`src/sv/bitmap_frame_allocator_unit_macros.svh`:
```
// ----------------------------------------------------------------------------
// Assertion macros for the bitmap frame allocator
// Concurrent checks clocked on the rising edge and disabled during reset.
// ----------------------------------------------------------------------------
`ifndef BITMAP_FRAME_ALLOCATOR_UNIT_MACROS_SVH
`define BITMAP_FRAME_ALLOCATOR_UNIT_MACROS_SVH

`ifndef NO_ASSERTIONS

// Property must hold at every edge outside reset
`define FAM_ASSERT(lbl, clk, rstn, prop, msg) \
  lbl: assert property (@(posedge clk) disable iff (!rstn) (prop)) else $error(msg);

// Condition must never be seen outside reset
`define FAM_ASSERT_NEVER(lbl, clk, rstn, cond, msg) \
  lbl: assert property (@(posedge clk) disable iff (!rstn) !(cond)) else $error(msg);

`else

`define FAM_ASSERT(lbl, clk, rstn, prop, msg)
`define FAM_ASSERT_NEVER(lbl, clk, rstn, cond, msg)

`endif

`endif

```
`src/sv/fam_pkg.sv`:
```
// ----------------------------------------------------------------------------
// fam_pkg
// Shared constants, types and helpers of the bitmap frame allocator.
// ----------------------------------------------------------------------------
`default_nettype none

package fam_pkg;

  localparam int unsigned ADDR_W        = 32;
  localparam int unsigned FRAME_SHIFT   = 12;
  localparam int unsigned FRAME_W       = ADDR_W - FRAME_SHIFT;
  localparam int unsigned NUM_FRAMES    = 1048576;
  localparam int unsigned MAP_WORD_BITS = 32;
  localparam int unsigned BIT_W         = $clog2(MAP_WORD_BITS);
  localparam int unsigned MAP_WORDS     = (NUM_FRAMES + MAP_WORD_BITS - 1) / MAP_WORD_BITS;
  localparam int unsigned WORD_IDX_W    = $clog2(MAP_WORDS);
  localparam int unsigned COUNT_W       = 21;
  localparam int unsigned OUT_DATA_W    = 80;

  localparam logic [COUNT_W-1:0] COUNT_MAX = '1;

  typedef enum logic [1:0] {
    OP_ALLOC      = 2'd0,
    OP_FREE       = 2'd1,
    OP_MAKE_AVAIL = 2'd2,
    OP_RESERVE    = 2'd3
  } fam_op_e;

  // Map memory request, one write and one read port
  typedef struct packed {
    logic                     wr_en;
    logic [WORD_IDX_W-1:0]    wr_addr;
    logic [MAP_WORD_BITS-1:0] wr_data;
    logic                     rd_en;
    logic [WORD_IDX_W-1:0]    rd_addr;
  } fam_mem_req_t;

  // One result word
  typedef struct packed {
    logic [COUNT_W-1:0] used_count;
    logic [COUNT_W-1:0] total_count;
    logic               ok;
    logic [ADDR_W-1:0]  frame_address;
  } fam_result_t;

  // Lowest clear bit of a map word
  function automatic logic [BIT_W-1:0] first_zero(input logic [MAP_WORD_BITS-1:0] w);
    logic [BIT_W-1:0] idx;
    idx = '0;
    for (int i = MAP_WORD_BITS - 1; i >= 0; i--) begin
      if (!w[i]) begin
        idx = BIT_W'(i);
      end
    end
    return idx;
  endfunction

  // Increment that sticks at the counter maximum
  function automatic logic [COUNT_W-1:0] sat_inc(input logic [COUNT_W-1:0] v);
    return (v == COUNT_MAX) ? COUNT_MAX : v + COUNT_W'(1);
  endfunction

endpackage

`default_nettype wire

```
`src/sv/fam_ctrl.sv`:
```
// ----------------------------------------------------------------------------
// fam_ctrl
// Sequencer of the frame allocator: clearing pass, read-modify-write of one
// map word, first-fit scan, counters and the free-word hint.
// ----------------------------------------------------------------------------
`default_nettype none
`include "bitmap_frame_allocator_unit_macros.svh"

module fam_ctrl (
  input  wire logic                              clk_i,
  input  wire logic                              rst_ni,
  input  wire logic                              in_valid_i,
  output logic                                   in_ready_o,
  input  wire fam_pkg::fam_op_e                  in_op_i,
  input  wire logic [fam_pkg::ADDR_W-1:0]        in_address_i,
  output fam_pkg::fam_mem_req_t                  mem_req_o,
  input  wire logic [fam_pkg::MAP_WORD_BITS-1:0] mem_rdata_i,
  output logic                                   res_valid_o,
  input  wire logic                              res_ready_i,
  output fam_pkg::fam_result_t                   res_o
);

  import fam_pkg::*;

  typedef enum logic [4:0] {
    ST_CLEAR = 5'b00001,
    ST_IDLE  = 5'b00010,
    ST_RMW   = 5'b00100,
    ST_SCAN  = 5'b01000,
    ST_RESP  = 5'b10000
  } fam_state_e;

  localparam logic [WORD_IDX_W-1:0] LAST_WORD = WORD_IDX_W'(MAP_WORDS - 1);

  fam_state_e             state_q, state_d;
  logic [WORD_IDX_W-1:0]  clr_ptr_q, clr_ptr_d;
  logic [WORD_IDX_W-1:0]  ptr_q, ptr_d;
  logic [WORD_IDX_W-1:0]  hint_q, hint_d;
  logic                   hint_none_q, hint_none_d;
  logic [COUNT_W-1:0]     total_q, total_d;
  logic [COUNT_W-1:0]     used_q, used_d;
  fam_op_e                op_q, op_d;
  logic [FRAME_W-1:0]     frame_q, frame_d;
  logic [ADDR_W-1:0]      res_addr_q, res_addr_d;
  logic                   res_ok_q, res_ok_d;

  logic [FRAME_W-1:0]       in_frame;
  logic                     in_range;
  logic [WORD_IDX_W-1:0]    in_widx;
  logic [WORD_IDX_W-1:0]    cur_widx;
  logic [BIT_W-1:0]         cur_bit;
  logic [MAP_WORD_BITS-1:0] cur_mask;
  logic                     cur_used;
  logic [BIT_W-1:0]         free_bit;
  logic [MAP_WORD_BITS-1:0] free_mask;

  // Decode the incoming byte address
  assign in_frame = in_address_i[ADDR_W-1:FRAME_SHIFT];
  assign in_range = (FRAME_W + 1)'(in_frame) < (FRAME_W + 1)'(NUM_FRAMES);
  assign in_widx  = WORD_IDX_W'(in_frame >> BIT_W);

  // Bit addressed by the held item within the word just read
  assign cur_widx = WORD_IDX_W'(frame_q >> BIT_W);
  assign cur_bit  = frame_q[BIT_W-1:0];
  assign cur_mask = MAP_WORD_BITS'(1) << cur_bit;
  assign cur_used = mem_rdata_i[cur_bit];

  // First clear bit of a scanned word
  assign free_bit  = first_zero(mem_rdata_i);
  assign free_mask = MAP_WORD_BITS'(1) << free_bit;

  // Next-state and datapath
  always_comb begin
    state_d     = state_q;
    clr_ptr_d   = clr_ptr_q;
    ptr_d       = ptr_q;
    hint_d      = hint_q;
    hint_none_d = hint_none_q;
    total_d     = total_q;
    used_d      = used_q;
    op_d        = op_q;
    frame_d     = frame_q;
    res_addr_d  = res_addr_q;
    res_ok_d    = res_ok_q;
    mem_req_o   = '0;
    in_ready_o  = 1'b0;
    res_valid_o = 1'b0;

    unique case (state_q)
      ST_CLEAR: begin
        // Mark every frame used, one word a cycle
        mem_req_o.wr_en   = 1'b1;
        mem_req_o.wr_addr = clr_ptr_q;
        mem_req_o.wr_data = '1;
        clr_ptr_d         = clr_ptr_q + WORD_IDX_W'(1);
        if (clr_ptr_q == LAST_WORD) begin
          hint_none_d = 1'b1;
          state_d     = ST_IDLE;
        end
      end

      ST_IDLE: begin
        in_ready_o = 1'b1;
        if (in_valid_i) begin
          op_d       = in_op_i;
          frame_d    = in_frame;
          res_addr_d = '0;
          res_ok_d   = 1'b0;
          if (in_op_i == OP_ALLOC) begin
            if (hint_none_q) begin
              state_d = ST_RESP;
            end else begin
              mem_req_o.rd_en   = 1'b1;
              mem_req_o.rd_addr = hint_q;
              ptr_d             = hint_q;
              state_d           = ST_SCAN;
            end
          end else if (in_range) begin
            mem_req_o.rd_en   = 1'b1;
            mem_req_o.rd_addr = in_widx;
            state_d           = ST_RMW;
          end else begin
            state_d = ST_RESP;
          end
        end
      end

      ST_RMW: begin
        // Flip the addressed bit if it is not already in the target state
        unique case (op_q) inside
          OP_FREE, OP_MAKE_AVAIL: begin
            if (cur_used) begin
              mem_req_o.wr_en   = 1'b1;
              mem_req_o.wr_addr = cur_widx;
              mem_req_o.wr_data = mem_rdata_i & ~cur_mask;
              res_ok_d          = 1'b1;
              if (hint_none_q || (cur_widx < hint_q)) begin
                hint_d      = cur_widx;
                hint_none_d = 1'b0;
              end
              if (op_q == OP_FREE) begin
                if (used_q != '0) begin
                  used_d = used_q - COUNT_W'(1);
                end
              end else begin
                total_d = sat_inc(total_q);
              end
            end
          end
          OP_RESERVE: begin
            if (!cur_used) begin
              mem_req_o.wr_en   = 1'b1;
              mem_req_o.wr_addr = cur_widx;
              mem_req_o.wr_data = mem_rdata_i | cur_mask;
              res_ok_d          = 1'b1;
              used_d            = sat_inc(used_q);
            end
          end
          default: begin
          end
        endcase
        state_d = ST_RESP;
      end

      ST_SCAN: begin
        // Stream reads ahead; data now belongs to ptr_q
        mem_req_o.rd_en   = 1'b1;
        mem_req_o.rd_addr = ptr_q + WORD_IDX_W'(1);
        if (mem_rdata_i != '1) begin
          mem_req_o.wr_en   = 1'b1;
          mem_req_o.wr_addr = ptr_q;
          mem_req_o.wr_data = mem_rdata_i | free_mask;
          used_d            = sat_inc(used_q);
          res_addr_d        = ADDR_W'({ptr_q, free_bit}) << FRAME_SHIFT;
          res_ok_d          = 1'b1;
          hint_d            = ptr_q;
          state_d           = ST_RESP;
        end else if (ptr_q == LAST_WORD) begin
          hint_none_d = 1'b1;
          state_d     = ST_RESP;
        end else begin
          ptr_d = ptr_q + WORD_IDX_W'(1);
        end
      end

      ST_RESP: begin
        res_valid_o = 1'b1;
        if (res_ready_i) begin
          state_d = ST_IDLE;
        end
      end

      default: begin
        state_d = ST_IDLE;
      end
    endcase
  end

  // Control state
  always_ff @(posedge clk_i or negedge rst_ni) begin
    if (!rst_ni) begin
      state_q     <= ST_CLEAR;
      clr_ptr_q   <= '0;
      hint_none_q <= 1'b1;
      total_q     <= '0;
      used_q      <= '0;
    end else begin
      state_q     <= state_d;
      clr_ptr_q   <= clr_ptr_d;
      hint_none_q <= hint_none_d;
      total_q     <= total_d;
      used_q      <= used_d;
    end
  end

  // Payload registers
  always_ff @(posedge clk_i) begin
    ptr_q      <= ptr_d;
    hint_q     <= hint_d;
    op_q       <= op_d;
    frame_q    <= frame_d;
    res_addr_q <= res_addr_d;
    res_ok_q   <= res_ok_d;
  end

  assign res_o.frame_address = res_addr_q;
  assign res_o.ok            = res_ok_q;
  assign res_o.total_count   = total_q;
  assign res_o.used_count    = used_q;

  `FAM_ASSERT_NEVER(a_no_write_on_accept, clk_i, rst_ni, mem_req_o.wr_en && in_valid_i && in_ready_o, "map write while taking a word")
  `FAM_ASSERT(a_scan_continues, clk_i, rst_ni, (state_q == ST_SCAN && mem_rdata_i == '1 && ptr_q != LAST_WORD) |=> (state_q == ST_SCAN), "scan stopped on a full word")
  `FAM_ASSERT(a_rmw_ok, clk_i, rst_ni, (state_q == ST_RMW) |=> (state_q == ST_RESP && res_o.ok == $past(mem_req_o.wr_en)), "ok does not match map update")
  `FAM_ASSERT(a_clear_done, clk_i, rst_ni, (state_q == ST_CLEAR && state_d == ST_IDLE) |=> hint_none_q, "free hint live after clearing pass")

endmodule

`default_nettype wire

```
`config.mk`:
```
export PLATFORM = sky130hd
export DESIGN_NAME = fam_ctrl
export DESIGN_NICKNAME = d
export VERILOG_FILES = /design/src/sv/fam_pkg.sv /design/src/sv/fam_ctrl.sv
export VERILOG_INCLUDE_DIRS = /design/src /design/src/sv
export SDC_FILE = /design/constraint.sdc
export NUM_CORES = 1
export LEC_CHECK = 0
export BUFFER_PORTS_ARGS = -buffer_cell sky130_fd_sc_hd__buf_4
export CAP_MARGIN = 20
export CORE_MARGIN = 10
export CORE_UTILIZATION = 52
export CTS_CLUSTER_DIAMETER = 120
export DETAILED_ROUTE_END_ITERATION = 8
export PLACE_DENSITY = 0.76
export SYNTH_ARGS = -nofsm -noshare
export SYNTH_HDL_FRONTEND = slang
export SYNTH_SLANG_ARGS = --single-unit
```
`constraint.sdc`:
```
create_clock -name clk_i -period 4.9 [get_ports clk_i]
set_clock_uncertainty 0.05 [all_clocks]
set_input_delay 0.735 -clock clk_i [delete_from_list [all_inputs] [get_ports clk_i]]
set_output_delay 0.735 -clock clk_i [all_outputs]
set_load 0.01 [all_outputs]
```
==> metrics.txt, run 1 <==
outcome=finished clean; initial drt markers=874; Initial Utilization=53.4%; post-synthesis cell type count=77; Seq/Total Area, Yosys=38.9%; share of the synthesized area in the top cell type=22.6%; via count=9,669; FILL cells=1,562; cts hold-fix bufs=0; Die W=157 um; yosys warns=0; Port Buf Inserts=186; Slew headroom=39.1%; worst slew pin tran=905 ps; Clock Root Buffer=clkbuf_16; CP most frequent cell=buf_4; DRC violations left=0; Post-CTS Setup Repair Bufs=0; Syn Std Cell Area=9690 um2; CP cell instances=nand2_1 -> o22ai_1 -> o311ai_2 -> and2_1 -> o21ai_2 -> buf_4 -> or3_1 -> o211ai_1 -> buf_4; Die ar.=24,500 um2; slowest stage cell, crit path=edfxtp_1; top cells by area, synth=edfxtp_1 23%, dfrtp_1 16%, a21oi_1 5.8%; HPWL Detailed=23,500 um; largest area contributor in the netlist=edfxtp_1; P_leak=5.04 nW; setup tns final=0 ps; CP Max Fanout=16; Syn Area/Cell=8.50 um2; Post-Route WL=32,300 um; Sink Count=136; RSZ-0062 raised after global routing=no; commonest non-fill, non-tap cell in the layout=buf_4; row count=49; Critical Path Max Stage Delay=640 ps; startpoint type of the worst setup path=register; register bit total from synthesis=136; async set or reset register ratio after synthesis=46.3%; post-DR vias/cell=6.31; min Tclk post-route=4370 ps; Post-DP Area=11,100 um2; R2R depth=8; die height=157 um; GR Util All Layers=25.5%; antenna violations before repair=0; Max Slew Vio Count=0; vias in the first global route=9,228; largest net degree at the start of global routing=64; crit share post-route=89.2%; total power divided by cell area=474 nW/um2; most common flop cell mapped by yosys=edfxtp_1; H-tree depth=4; nets@finish=1,385; Bufs on Longest Clock Path=2; f_max=229 MHz; DR pass1 iterations=5; crit path kind=register to primary output; Peak VDD IR=0.332 mV; cell area after layout=11,800 um2; crit path capture type=primary output; ratio of cells with drive above 1 in the final layout=21.5%; Core Box Area=18,100 um2; most frequent cells in the layout=206 x buf_4, 134 x nand2_1, 112 x a21oi_1; CP required=4120 ps; Final Wtd Congestion=1.00; antenna cell count=0; Max-cap violations=0; TritonCTS buffer count=17; WL/cell=21.1 um; CTS tree=yes; final hold viol count=0; post-cts gate resize count=0; Worst-path clk slew=70 ps; final setup vio count=0; crit path DAT=3590 ps; Area Overhead vs Synth=21.9%; antenna viol nets, final=0; cell count after synthesis=1,140; Clk Latency, worst-skew pair=440 ps; number of synthesized flops with an enable pin=73; first-pass GRT wire length=50,100 um; Hold Path Class=primary input to asynchronous set/reset pin; global route overflow=0; boundary pin count=211
[Yosys cell counts (10+ instances only)]
cell and instances:
nand2_1 134, ha_1 23, a31oi_1 14, edfxtp_1 73, a221o_1 19, inv_1 52
o22ai_1 17, nor2_1 88, dfrtp_1 61, o211ai_1 17, nand3_1 46, a21oi_1 112
buf_4 13, o221ai_1 19, nor3_1 35, xnor2_1 15, o31ai_1 11, o21ai_0 68
clkbuf_1 52, nor2b_1 27, nand2b_1 10, nand4_1 24, xor2_1 12, and3_1 21
[registers in the layout, summed over array words and instances (netlist names)]
name,count
total_q,21
used_q,21
frame_q,20
res_addr_q,20
clr_ptr_q,15
hint_q,15
ptr_q,15
state_q,5
op_q,2
hint_none_q,1
res_ok_q,1
[per-stage QoR]
step	std cells	worst slack, ps	utilization [%]	hold WS, ps	power [mW]
global route	1533	322	65.1	409	5.92
finish	1533	528	65.1	348	5.60
global placement	1497	735	61.3	447	4.19
CTS	1528	256	64.6	383	5.55
floorplan	1151	1230	-	389	3.30
detailed placement	1497	741	61.3	451	4.24
[area by class of cell]
cell class / count / area, um2 / area share (%)
well taps: 229 / 287 / 2.43
clock buffers: 17 / 425 / 3.60
flip-flops and latches: 136 / 3770 / 31.9
clock inverters: 14 / 168 / 1.42
repair buffers: 209 / 1620 / 13.7
inverters: 52 / 195 / 1.65
multi-input cells: 876 / 5350 / 45.2
[power by group]
| part | total, mW | internal, mW | leakage [nW] | switching (mW) |
|---|---|---|---|---|
| clock network | 1.31 | 0.760 | 0.284 | 0.545 |
| registers | 1.95 | 1.63 | 1.47 | 0.315 |
| logic | 2.35 | 0.948 | 3.28 | 1.40 |
| total | 5.60 | 3.34 | 5.04 | 2.26 |
[per-layer routing]
layer / track usage (%) / share of wire [%]
met4: 9.62 / 2.4
met2: 40.7 / 47
met5: 0 / 0
met3: 6.74 / 10
met1: 32.6 / 41
[logic make-up after synthesis]
| kind of cell | share of synthesized area, % |
|---|---|
| compound gates | 23.7 |
| xor+xnor | 2.44 |
| fa+ha+maj | 2.97 |
| buf+inv | 6.52 |
| flops | 38.9 |
| mux | 2.41 |
| other cells | 0.0387 |
| simple gates | 23.0 |
[path summary, 6_finish.rpt]
kind | start | end | slack (ps)
max in group asynchronous | rst_ni | clr_ptr_q[2]$_DFFE_PN0N_ | 3880
min | rst_ni | used_q[7]$_DFFE_PN0P_ | 350
max | frame_q[0]$_DFFE_PP_ | mem_req_o[20] | 530
max reg2reg | frame_q[0]$_DFFE_PP_ | total_q[12]$_DFFE_PN0P_ | 1490
min in group clk_i | in_address_i[16] | frame_q[4]$_DFFE_PP_ | 430
min reg2reg | clr_ptr_q[5]$_DFFE_PN0N_ | clr_ptr_q[5]$_DFFE_PN0N_ | 460
[critical path: cells and delay by family (launching register included)]
kind | cells | cell delay, ps
simple gates | 3 | 1180
flops | 1 | 640
compound gates | 4 | 930
buf+inv | 2 | 390
Note: power is estimated with default switching activity, not from simulation.
==> run 2: changes to the inputs <==
--- a/config.mk
+++ b/config.mk
@@ -6,6 +6,7 @@
 export SDC_FILE = /design/constraint.sdc
 export NUM_CORES = 1
 export LEC_CHECK = 0
+export ABC_AREA = 1
 export BUFFER_PORTS_ARGS = -buffer_cell sky130_fd_sc_hd__buf_4
 export CAP_MARGIN = 20
 export CORE_MARGIN = 10
==> metrics.txt, run 2 <==
outcome=finished clean; Initial Utilization=53.0%; RR Startpoint=ptr_q[0]$_DFFE_PP_; clock power share=24.5%; crit share post-route=94.0%; Comb pwr share=40.4%; DR pass1 iterations=6; commonest non-fill, non-tap cell in the layout=buf_4; yosys warns=0; initial drt markers=918; CP startpoint=frame_q[0]$_DFFE_PP_; CP required=4120 ps; Hold Path Class=primary input to asynchronous set/reset pin; register share of total power=35.0%; CP cell instances=nand2_1 -> o22ai_1 -> a21oi_1 -> o211ai_1 -> o311ai_1 -> nand3_1 -> nand2_4 -> inv_4 -> o21ai_0 -> nor2_2 -> inv_4 -> a211oi_1 -> a21oi_1 -> nand2_1 -> buf_4; WL/cell=19.5 um; Top Registers=total_q x21, used_q x21; Post-synth top cells=200 x nand2_1, 194 x inv_1, 142 x nor2_1; Post-CTS Setup Repair Bufs=0; cts hold-fix bufs=0; boundary pin count=211; DRC violations left=0; startpoint type of the worst setup path=register; crit path DAT=3820 ps; min Tclk post-route=4600 ps; number of synthesized flops with an enable pin=73; Post-Route WL=33,900 um; final hold viol count=0; register area=3770 um2; register bit total from synthesis=136; vias in the first global route=9,732; post-synthesis cell type count=57; Peak VDD IR=0.243 mV; Int Pwr=3.01 mW; Port Buf Inserts=186; Max-cap violations=0; Bufs on Longest Clock Path=2; P_leak=5.48 nW; Syn Area/Cell=7.52 um2; final setup vio count=0; global route overflow=0; FILL cells=1,669; Final Wtd Congestion=1.03; worst slew pin tran=1010 ps; antenna cell count=0; HPWL Detailed=25,000 um; cell count after synthesis=1,318; Critical Path Max Stage Delay=470 ps; Clk Latency, worst-skew pair=420 ps; Clock Root Buffer=clkbuf_16; Die W=158 um; largest area contributor in the netlist=edfxtp_1; Area Overhead vs Synth=21.9%; TritonCTS buffer count=17; final core utilization=64.6%; Slew headroom=32.2%; Core Box Area=18,700 um2; post-DR vias/cell=5.89; slowest stage cell, crit path=edfxtp_1; die height=158 um; Max Slew Vio Count=0; area of the multi-input gates=5100 um2; total power divided by cell area=423 nW/um2; crit path kind=register to primary output; most common flop cell mapped by yosys=edfxtp_1; most frequent cells in the layout=210 x buf_4, 200 x nand2_1, 194 x inv_1; antenna viol nets, final=0; RSZ-0062 raised after global routing=no; Syn Std Cell Area=9920 um2; CP Max Fanout=26; Die ar.=25,000 um2; f_max=217 MHz; share of the synthesized area in the top cell type=22.1%; largest net degree at the start of global routing=64; most common cell in the netlist=nand2_1; via count=10,200; top cells by area, synth=edfxtp_1 22%, dfrtp_1 15%, nand2_1 7.6%; Worst-path clk slew=60 ps; Sink Count=136; CTS tree=yes; first-pass GRT wire length=52,500 um; antenna violations before repair=1; switching share of power=41.3%; nets@finish=1,582; async set or reset register ratio after synthesis=46.3%; Seq/Total Area, Yosys=38.0%; H-tree depth=4; sw power=2.11 mW; crit path capture type=primary output; row count=50; GR Util All Layers=26.5%; setup tns final=0 ps; ratio of cells with drive above 1 in the final layout=19.6%
[run 2: area by class of cell]
| cell class | instances | area share (%) |
|---|---|---|
| multi-input cells | 919 | 42.2 |
| inverters | 205 | 6.41 |
| repair buffers | 210 | 13.0 |
| clock inverters | 14 | 1.17 |
| clock buffers | 18 | 3.55 |
| flip-flops and latches | 136 | 31.2 |
| well taps | 234 | 2.42 |
[run 2: worst max-delay path, delay by kind of cell (launching register included)]
family          cells  cell delay [ps]
compound gates      7             1110
buf+inv             3              600
flops               1              470
simple gates        5             1200
[run 2: stage by stage]
stage	power (mW)	setup slack, ps	instances	cell area, um2	hold slack [ps]
6_report	5.12	295	1736	12100	370
5_1_grt	5.43	65.9	1736	12100	415
2_1_floorplan	2.98	853	1329	9960	389
4_1_cts	5.11	284	1736	12100	391
3_5_place_dp	3.84	625	1704	11500	437
3_3_place_gp	3.79	630	1704	11500	433
[run 2: routing by layer]
layer  part of all wire (%)  track usage (%)  routed length (um)
met5                      0                0                   0
met4                    3.3             10.5                1120
met3                     11             7.19                3720
met2                     46             40.2               15400
met1                     40             35.1               13600
[run 2: timing repair]
action	CTS	global route
endpoints found under the hold margin	0	0
gates resized for setup	0	2
endpoints found under the setup margin	0	6
[run 2: kinds of logic after synthesis]
family / after synthesis / share of synthesized area (%)
fa+ha+maj: 23 / 2.90
xor+xnor: 36 / 3.18
buf+inv: 274 / 11.2
simple gates: 525 / 24.4
other cells: 1 / 0.0378
compound gates: 323 / 20.2
flops: 136 / 38.0
[run 2: final timing paths]
| check | end | slack [ps] | cells after the start |
|---|---|---|---|
| min | used_q[5]$_DFFE_PN0P_ | 370 | 1 |
| max reg2reg | ptr_q[14]$_DFFE_PP_ | 700 | 22 |
| max | mem_req_o[18] | 300 | 15 |
| min in group clk_i | frame_q[3]$_DFFE_PP_ | 450 | 1 |
| max in group asynchronous | total_q[18]$_DFFE_PN0P_ | 3850 | 1 |
| min reg2reg | clr_ptr_q[10]$_DFFE_PN0N_ | 450 | 1 |
[run 2: power groups by stage]
| stage | Sequential, mW | Combinational [mW] | Clock, mW |
|---|---|---|---|
| 2_1_floorplan | 1.79 | 1.20 | 0 |
| 3_3_place_gp | 1.80 | 2.00 | 0 |
| 3_5_place_dp | 1.80 | 2.04 | 0 |
| 4_1_cts | 1.78 | 2.05 | 1.28 |
| 5_1_grt | 1.83 | 2.28 | 1.33 |
| 6_report | 1.79 | 2.07 | 1.26 |
==> run 3: changes to the inputs <==
--- a/config.mk
+++ b/config.mk
@@ -13,7 +13,7 @@
 export CORE_UTILIZATION = 52
 export CTS_CLUSTER_DIAMETER = 120
 export DETAILED_ROUTE_END_ITERATION = 8
-export PLACE_DENSITY = 0.76
+export PLACE_DENSITY_LB_ADDON = 0.25
 export SYNTH_ARGS = -nofsm -noshare
 export SYNTH_HDL_FRONTEND = slang
 export SYNTH_SLANG_ARGS = --single-unit
==> constraint.sdc (replaced) <==
create_clock -name clk_i -period 4.3 [get_ports clk_i]
set_clock_uncertainty 0.05 [all_clocks]
set_input_delay 0.645 -clock clk_i [delete_from_list [all_inputs] [get_ports clk_i]]
set_output_delay 0.645 -clock clk_i [all_outputs]
set_load 0.01 [all_outputs]
==> metrics.txt, run 3 (synthesis results as in run 2) <==
via count=10,300; Clk Latency, worst-skew pair=420 ps; outcome=finished clean; Worst-path clk slew=60 ps; Critical Path Max Stage Delay=470 ps; Max-cap violations=0; P_leak=5.53 nW; min Tclk post-route=4040 ps; TritonCTS buffer count=17; Final Wtd Congestion=1.01; Hold Path Class=primary input to asynchronous set/reset pin; Area Overhead vs Synth=22.8%; DRC violations left=0; switching share of power=41.5%; post-DR vias/cell=5.88; overall power=5.79 mW; boundary pin count=211; Die ar.=25,000 um2; CTS tree=yes; final setup vio count=0; nets@finish=1,596; initial drt markers=1,181; Slew headroom=44.0%; Bufs on Longest Clock Path=2; Cell Count, Final, Fillers Out=1,750; Inst Count DP=1,716; clock power share=23.5%; ratio of cells with drive above 1 in the final layout=20.3%; antenna cell count=0; crit path kind=register to primary output; CP most frequent cell=buf_4; slowest stage cell, crit path=edfxtp_1; crit path DAT=3350 ps; vias in the first global route=9,922; antenna violations before repair=0; HPWL Detailed=25,400 um; Initial Utilization=53.0%; final hold viol count=0; Peak VDD IR=0.335 mV; Port Buf Inserts=186; CP cell instances=nor2_4 -> inv_2 -> o22ai_1 -> a21oi_1 -> o211ai_2 -> o311ai_1 -> nand3_2 -> nand2_4 -> inv_4 -> o21ai_1 -> buf_4 -> nor2_1 -> inv_1 -> o21ai_0 -> buf_4; largest net degree at the start of global routing=64; Top Registers=total_q x21, used_q x21; R2R depth=22; Sink Count=136; Int Pwr=3.39 mW; CP startpoint=frame_q[0]$_DFFE_PP_; RR Startpoint=ptr_q[0]$_DFFE_PP_; first-pass GRT wire length=53,600 um; total power divided by cell area=476 nW/um2; cts hold-fix bufs=0; H-tree depth=4; register share of total power=35.0%; CP Max Fanout=14; Core Box Area=18,700 um2; RSZ-0062 raised after global routing=no; f_max=247 MHz; die height=158 um; Die W=158 um; GR Util All Layers=26.9%; WL/cell=19.4 um; CP required=3610 ps; sw power=2.40 mW; Max Slew Vio Count=0; worst slew pin tran=840 ps; row count=50; startpoint type of the worst setup path=register; antenna viol nets, final=0; Comb pwr share=41.5%; setup tns final=0 ps; most frequent cells in the layout=222 x buf_4, 200 x nand2_1, 194 x inv_1; DR pass1 iterations=9; Post-Route WL=33,900 um; global route overflow=0; crit share post-route=94.0%; crit path capture type=primary output; Clock Root Buffer=clkbuf_16; commonest non-fill, non-tap cell in the layout=buf_4
==> run 3: power groups by stage <==
stage / Clock, mW / Sequential, mW / Combinational (mW)
finish: 1.36 / 2.03 / 2.41
global route: 1.43 / 2.08 / 2.64
CTS: 1.37 / 2.02 / 2.38
detailed placement: 0 / 2.04 / 2.37
global placement: 0 / 2.04 / 2.33
floorplan: 0 / 2.04 / 1.36
==> run 3: area by class of cell <==
class,instances,area (um2)
Clock buffer,19,433
Clock inverter,13,96.3
Fill cell,1699,6530
Inverter,205,774
Multi-Input combinational cell,919,5110
Sequential cell,136,3770
Tap cell,234,293
Timing Repair Buffer,224,1700
==> run 3: worst paths after layout <==
check                                            end  slack, ps
min in group clk_i              frame_q[4]$_DFFE_PP_        350
min reg2reg                clr_ptr_q[13]$_DFFE_PN0N_        450
max in group asynchronous    total_q[16]$_DFFE_PN0P_       3370
max                                    mem_req_o[61]        260
max reg2reg                       ptr_q[2]$_DFFE_PP_        380
min                           used_q[13]$_DFFE_PN0P_        250
==> run 3: per-layer routing <==
layer  track usage (%)  routed length [um]  up-vias  share of wire, %
met4              9.79                 869        0               2.6
met2              41.8               15400      537                45
met5                 0                   0        -                 0
li1                  -                   -     4879                 -
met3              6.11                3410       64                10
met1              36.0               14200     4808                42
==> run 3: stage by stage <==
stage	worst slack, ps	hold slack, ps	cell area (um2)	utilization, %
after floorplan	343	299	9960	-
after global placement	319	435	11600	62.1
after detailed placement	368	444	11600	62.1
after CTS	186	295	12200	65.0
after global routing	0.708	320	12200	65.1
final	259	253	12200	65.1
==> run 3: what timing repair did <==
action	in CTS	in global routing
gates resized for setup	0	6
setup buffers	1	0
setup endpoints to repair	1	20
cloned	0	0
pin swaps	1	0
==> run 3: critical path, delay by kind of cell (launching register included) <==
| kind | cells | cell delay, ps |
|---|---|---|
| AND/OR/NAND/NOR | 4 | 670 |
| buffers and inverters | 5 | 890 |
| AO/OA/AOI/OAI | 6 | 880 |
| flip-flops | 1 | 470 |
